$ cat src/hdl/stq_pkg.sv
// ----------------------------------------------------------------------------
// Sorted timer queue package
// Shared depth, widths, result codes and controller-to-datapath commands.
// ----------------------------------------------------------------------------
`default_nettype none

package stq_pkg;

    localparam int QUEUE_DEPTH = 16;
    localparam int CNT_W       = $clog2(QUEUE_DEPTH + 1);

    localparam logic [31:0] CPS_RESET = 32'd62500000;

    typedef enum logic [1:0] {
        ST_NONE    = 2'd0,
        ST_ADDED   = 2'd1,
        ST_FULL    = 2'd2,
        ST_EXPIRED = 2'd3
    } t_status;

    typedef struct packed {
        logic capture;
        logic mul;
        logic sum;
        logic commit;
    } t_dp_cmd;

endpackage

`default_nettype wire

$ cat src/hdl/stq_ctrl.sv
// ----------------------------------------------------------------------------
// Sorted timer queue controller
// One-hot sequencer: capture, multiply, sum, commit, then hold the result.
// ----------------------------------------------------------------------------
`default_nettype none

module stq_ctrl (
    input  wire logic            i_clk,
    input  wire logic            i_rst_n,
    input  wire logic            i_req_valid,
    output logic                 o_req_ready,
    output logic                 o_rsp_valid,
    input  wire logic            i_rsp_ready,
    output stq_pkg::t_dp_cmd     o_cmd
);
    import stq_pkg::*;

    typedef enum logic [4:0] {
        S_IDLE = 5'b00001,
        S_MUL  = 5'b00010,
        S_SUM  = 5'b00100,
        S_UPD  = 5'b01000,
        S_OUT  = 5'b10000
    } t_state;

    t_state r_state;
    t_state n_state;

    always_comb begin
        n_state = r_state;
        unique case (r_state)
            S_IDLE: begin
                if (i_req_valid) begin
                    n_state = S_MUL;
                end
            end
            S_MUL:  n_state = S_SUM;
            S_SUM:  n_state = S_UPD;
            S_UPD:  n_state = S_OUT;
            S_OUT: begin
                if (i_rsp_ready) begin
                    n_state = S_IDLE;
                end
            end
            default: n_state = S_IDLE;
        endcase
    end

    always_ff @(posedge i_clk) begin
        if (!i_rst_n) begin
            r_state <= S_IDLE;
        end else begin
            r_state <= n_state;
        end
    end

    assign o_req_ready   = (r_state == S_IDLE);
    assign o_rsp_valid   = (r_state == S_OUT);
    assign o_cmd.capture = (r_state == S_IDLE) && i_req_valid;
    assign o_cmd.mul     = (r_state == S_MUL);
    assign o_cmd.sum     = (r_state == S_SUM);
    assign o_cmd.commit  = (r_state == S_UPD);

    a_one_in_flight: assert property (@(posedge i_clk) disable iff (!i_rst_n)
        !(o_rsp_valid && o_req_ready))
        else $error("request taken while a response is pending");

    a_accept_starts: assert property (@(posedge i_clk) disable iff (!i_rst_n)
        (i_req_valid && o_req_ready) |=> o_cmd.mul)
        else $error("accepted transaction did not start the multiply");

    a_commit_shows: assert property (@(posedge i_clk) disable iff (!i_rst_n)
        o_cmd.commit |=> o_rsp_valid)
        else $error("commit not followed by a response");

endmodule

`default_nettype wire

$ cat config.mk
export PLATFORM = sky130hd
export DESIGN_NAME = stq_ctrl
export DESIGN_NICKNAME = d
export VERILOG_FILES = /design/src/hdl/stq_pkg.sv /design/src/hdl/stq_ctrl.sv
export SDC_FILE = /design/constraint.sdc
export NUM_CORES = 1
export LEC_CHECK = 0
export BUFFER_PORTS_ARGS = -buffer_cell sky130_fd_sc_hd__buf_2
export CORE_AREA = 5 5 42 44
export DETAILED_ROUTE_END_ITERATION = 7
export DIE_AREA = 0 0 47 49
export PLACE_DENSITY_LB_ADDON = 0.1
export SYNTH_ARGS = -nofsm -noshare
export SYNTH_HDL_FRONTEND = slang
export SYNTH_SLANG_ARGS = --single-unit
$ cat constraint.sdc
create_clock -name i_clk -period 1.31 [get_ports i_clk]
set_clock_uncertainty 0.1 [all_clocks]
set_input_delay 0.0655 -clock i_clk [delete_from_list [all_inputs] [get_ports i_clk]]
set_output_delay 0.0655 -clock i_clk [all_outputs]
set_load 0.05 [all_outputs]
==> flow_metrics.tcl <==
set metrics [dict create \
    status "complete, but fails checks" \
    violations "setup timing" \
    synth_top_family_by_area "simple AND/OR/NAND/NOR gates" \
    whs_path_depth 2 \
    p_per_area_nw_per_um2 986 \
    cts-root-buf "clkbuf_4" \
    grt_overflow 0 \
    cts_tree "done" \
    drtIter0Drc 5 \
    setup_violations 7 \
    hp-start "i_req_valid" \
    worstHoldEndpoint "r_state[1]$_SDFFE_PN0P_" \
    yosys.area.top_type "dfxtp_1" \
    worst-path-stages 4 \
    r2r-start "r_state[4]$_SDFFE_PN0P_" \
    critPathBufInv 1 \
    cp-end-kind "primary output" \
    antenna_found_initial 0 \
    clock-sinks 5 \
    final_cells 69 \
    grt_pass1_vias 322 \
    num_io_pins 10 \
    antenna_left 0 \
    synth_edf_count 0 \
    cts.clk_slew.worst_paths_ns 0.04 \
    crit_arrival_ns 1.36 \
    cp_max_fo 3 \
    area_growth_pct 88.5 \
    cts_buffer_depth 2 \
    reg2regPathDepth 4 \
    reg_top3 "r_state (5)" \
    finalSetupTns_ns -0.816 \
    worstPathCellList "or3_4, nor2_4, and2_4, buf_8" \
    globalplace.congestion 0.739 \
    cp-start-kind "register" \
    synth_mux_area_share_pct 0 \
    p_sw_uw 173 \
    syn_nets 36 \
    hold_violations 0 \
    setup_slack_ns -0.211 \
    maxCapViolCount 0 \
    netlist_area_um2 293 \
    path_delay_family "simple AND/OR/NAND/NOR gates" \
    p_leak_uw 0.000234 \
    synth_area_leaders "dfxtp_1 (34%), nor3b_1 (7.7%), and2_1 (6.4%)" \
    syn_inst 32 \
    slowest_stage "or3_4" \
    rsz0062_at_grt "yes" \
    numCtsBuffers 3 \
    final_nets 58 \
    max_stage_delay_ns 0.42 \
    worst_pin_slew_ns 0.289 \
    clk_latency_ns 0.24 \
    drv_slew 0 \
    routed_wl_um 728 \
    placement_rows 14 \
    vias_per_cell 4.28 \
    place_area_um2 402 \
    cp.required_ns 1.14 \
    p_int_uw 371 \
    core-area_um2 1400 \
    portBuffers 9 \
    synth_compound_area_share_pct 14.5 \
    fin_area_um2 552 \
    drive_above_1_share_pct 66.0 \
    grt_pass1_wl_mm 1.35 \
    antenna_cells 0 \
    post-dp-hpwl_um 579 \
    r2r_slack_ns -0.11 \
    critical_path_class "register to primary output" \
    p_comb_share_pct 35.9 \
    fmaxAchievable_mhz 658 \
    synth_area_per_cell_um2 9.15 \
    synthSimpleGateAreaFrac_pct 44.4 \
    finalCritPeriodShare_pct 116 \
    r2r-end "r_state[4]$_SDFFE_PN0P_" \
    synth-main-ff-cell "dfxtp_1" \
    dieWidth_um 47 \
    largest_reg_flops 5 \
    synth_top_area_share_pct 34.2 \
    ys_ff_latch 5 \
    synthArstFlopShare_pct 0 \
    initial_utilization_pct 20.9 \
    drc 0 \
    grt_max_degree 6 \
    dieArea_um2 2300 \
    die_h_um 49 \
    max-vdd-ir-drop_uv 495 \
    switching_share_pct 31.8 \
    cts-htree-levels 1 \
    dp.cells 61 \
    vias 295 \
    dr.pass1.iters 2 \
    ys_types 21 \
    slew_headroom_pct 80.5 \
    hp-class "primary input to register" \
    synthAdderAreaFrac_pct 0 \
    period_minus_slack_ns 1.52 \
    synth_seq_area_share_pct 34.2 \
    seqPwrFrac_pct 32.0 \
    clockPowerShare_pct 32.1 \
    ys_warn_count 0 \
    wl_per_cell_um 10.6 \
    synth_xor_xnor_area_share_pct 2.99 \
    top_register "r_state" \
    grt_usage_pct 8.30 \
]
## cells by family after synthesis
group	count (synthesis)
and+or+nand+nor	18
AOI/OAI and AO/OA	6
DFF	5
buffers and inverters	2
xor gates and xnor gates	1
## synthesized netlist by cell type, types with 2 or more instances
cell,instances
nor2_1,2
and2_1,3
dfxtp_1,5
and3_1,3
nor3b_1,3
## per-stage QoR
step,worst slack [ns],hold WS (ns),power [µW],utilization [%]
after global routing,-0.273,0.00740,588,39.4
after detailed placement,-0.0662,0.231,327,28.7
after global placement,-0.0548,0.233,325,28.7
after floorplan,-0.300,0.0928,283,-
final,-0.211,0.0184,544,39.4
after CTS,-0.227,0.00920,549,38.7
## per-layer routing
metal  share of wire (%)  vias up  global-route usage, %
met5                   0        -                      0
met4                   0        0                   2.76
met3                 8.8        0                   5.90
met2                  51       10                   12.2
met1                  40      129                   9.21
li1                    -      156                      -
## cell type report
class / instances / area [µm²]
timing repair buffer: 18 / 160
sequential: 5 / 108
inverter: 1 / 3.75
tap: 16 / 20.0
fill: 156 / 850
multi-input combinational: 25 / 234
clock buffer: 4 / 26.3
## layout by cell type, fill, tap and decap left out, types with 2 or more instances in the layout
master	n
nor3b_1	2
nor2_4	2
buf_6	4
dfxtp_2	3
buf_4	8
buf_2	3
and2_4	2
and3_1	3
nor3b_4	2
clkbuf_4	3
buf_8	2
## how the worst max path moves through the flow
stage                       startpoint                       to
6_report       r_state[4]$_SDFFE_PN0P_                 o_cmd[3]
5_1_grt        r_state[4]$_SDFFE_PN0P_                 o_cmd[2]
4_1_cts        r_state[4]$_SDFFE_PN0P_                 o_cmd[2]
3_5_place_dp   r_state[4]$_SDFFE_PN0P_                 o_cmd[3]
3_3_place_gp   r_state[4]$_SDFFE_PN0P_                 o_cmd[3]
2_1_floorplan  r_state[2]$_SDFFE_PN0P_  r_state[2]$_SDFFE_PN0P_
## power groups by stage
stage          Combinational [µW]  Sequential, µW  Clock, µW
6_report                      195             174        175
5_1_grt                       209             176        203
4_1_cts                       191             172        185
3_5_place_dp                  153             174          0
3_3_place_gp                  151             174          0
2_1_floorplan                 106             177          0
## worst register-to-register path, delay by kind of cell, from the launching register on
family / cells / cell delay, ns
buffers and inverters: 1 / 0.16
flip-flops: 1 / 0.31
AND/OR/NAND/NOR: 2 / 0.51
AO/OA/AOI/OAI: 1 / 0.23
## repair_timing
item | 4_1_cts | 5_1_grt
hold buffers | 1 | 0
pin swaps | 2 | 1
buffers inserted | 3 | 0
hold endpoints to repair | 1 | 0
gates resized for setup | 24 | 4
endpoints found under the setup margin | 7 | 8
No activity file was read; power rests on OpenSTA's default activity.
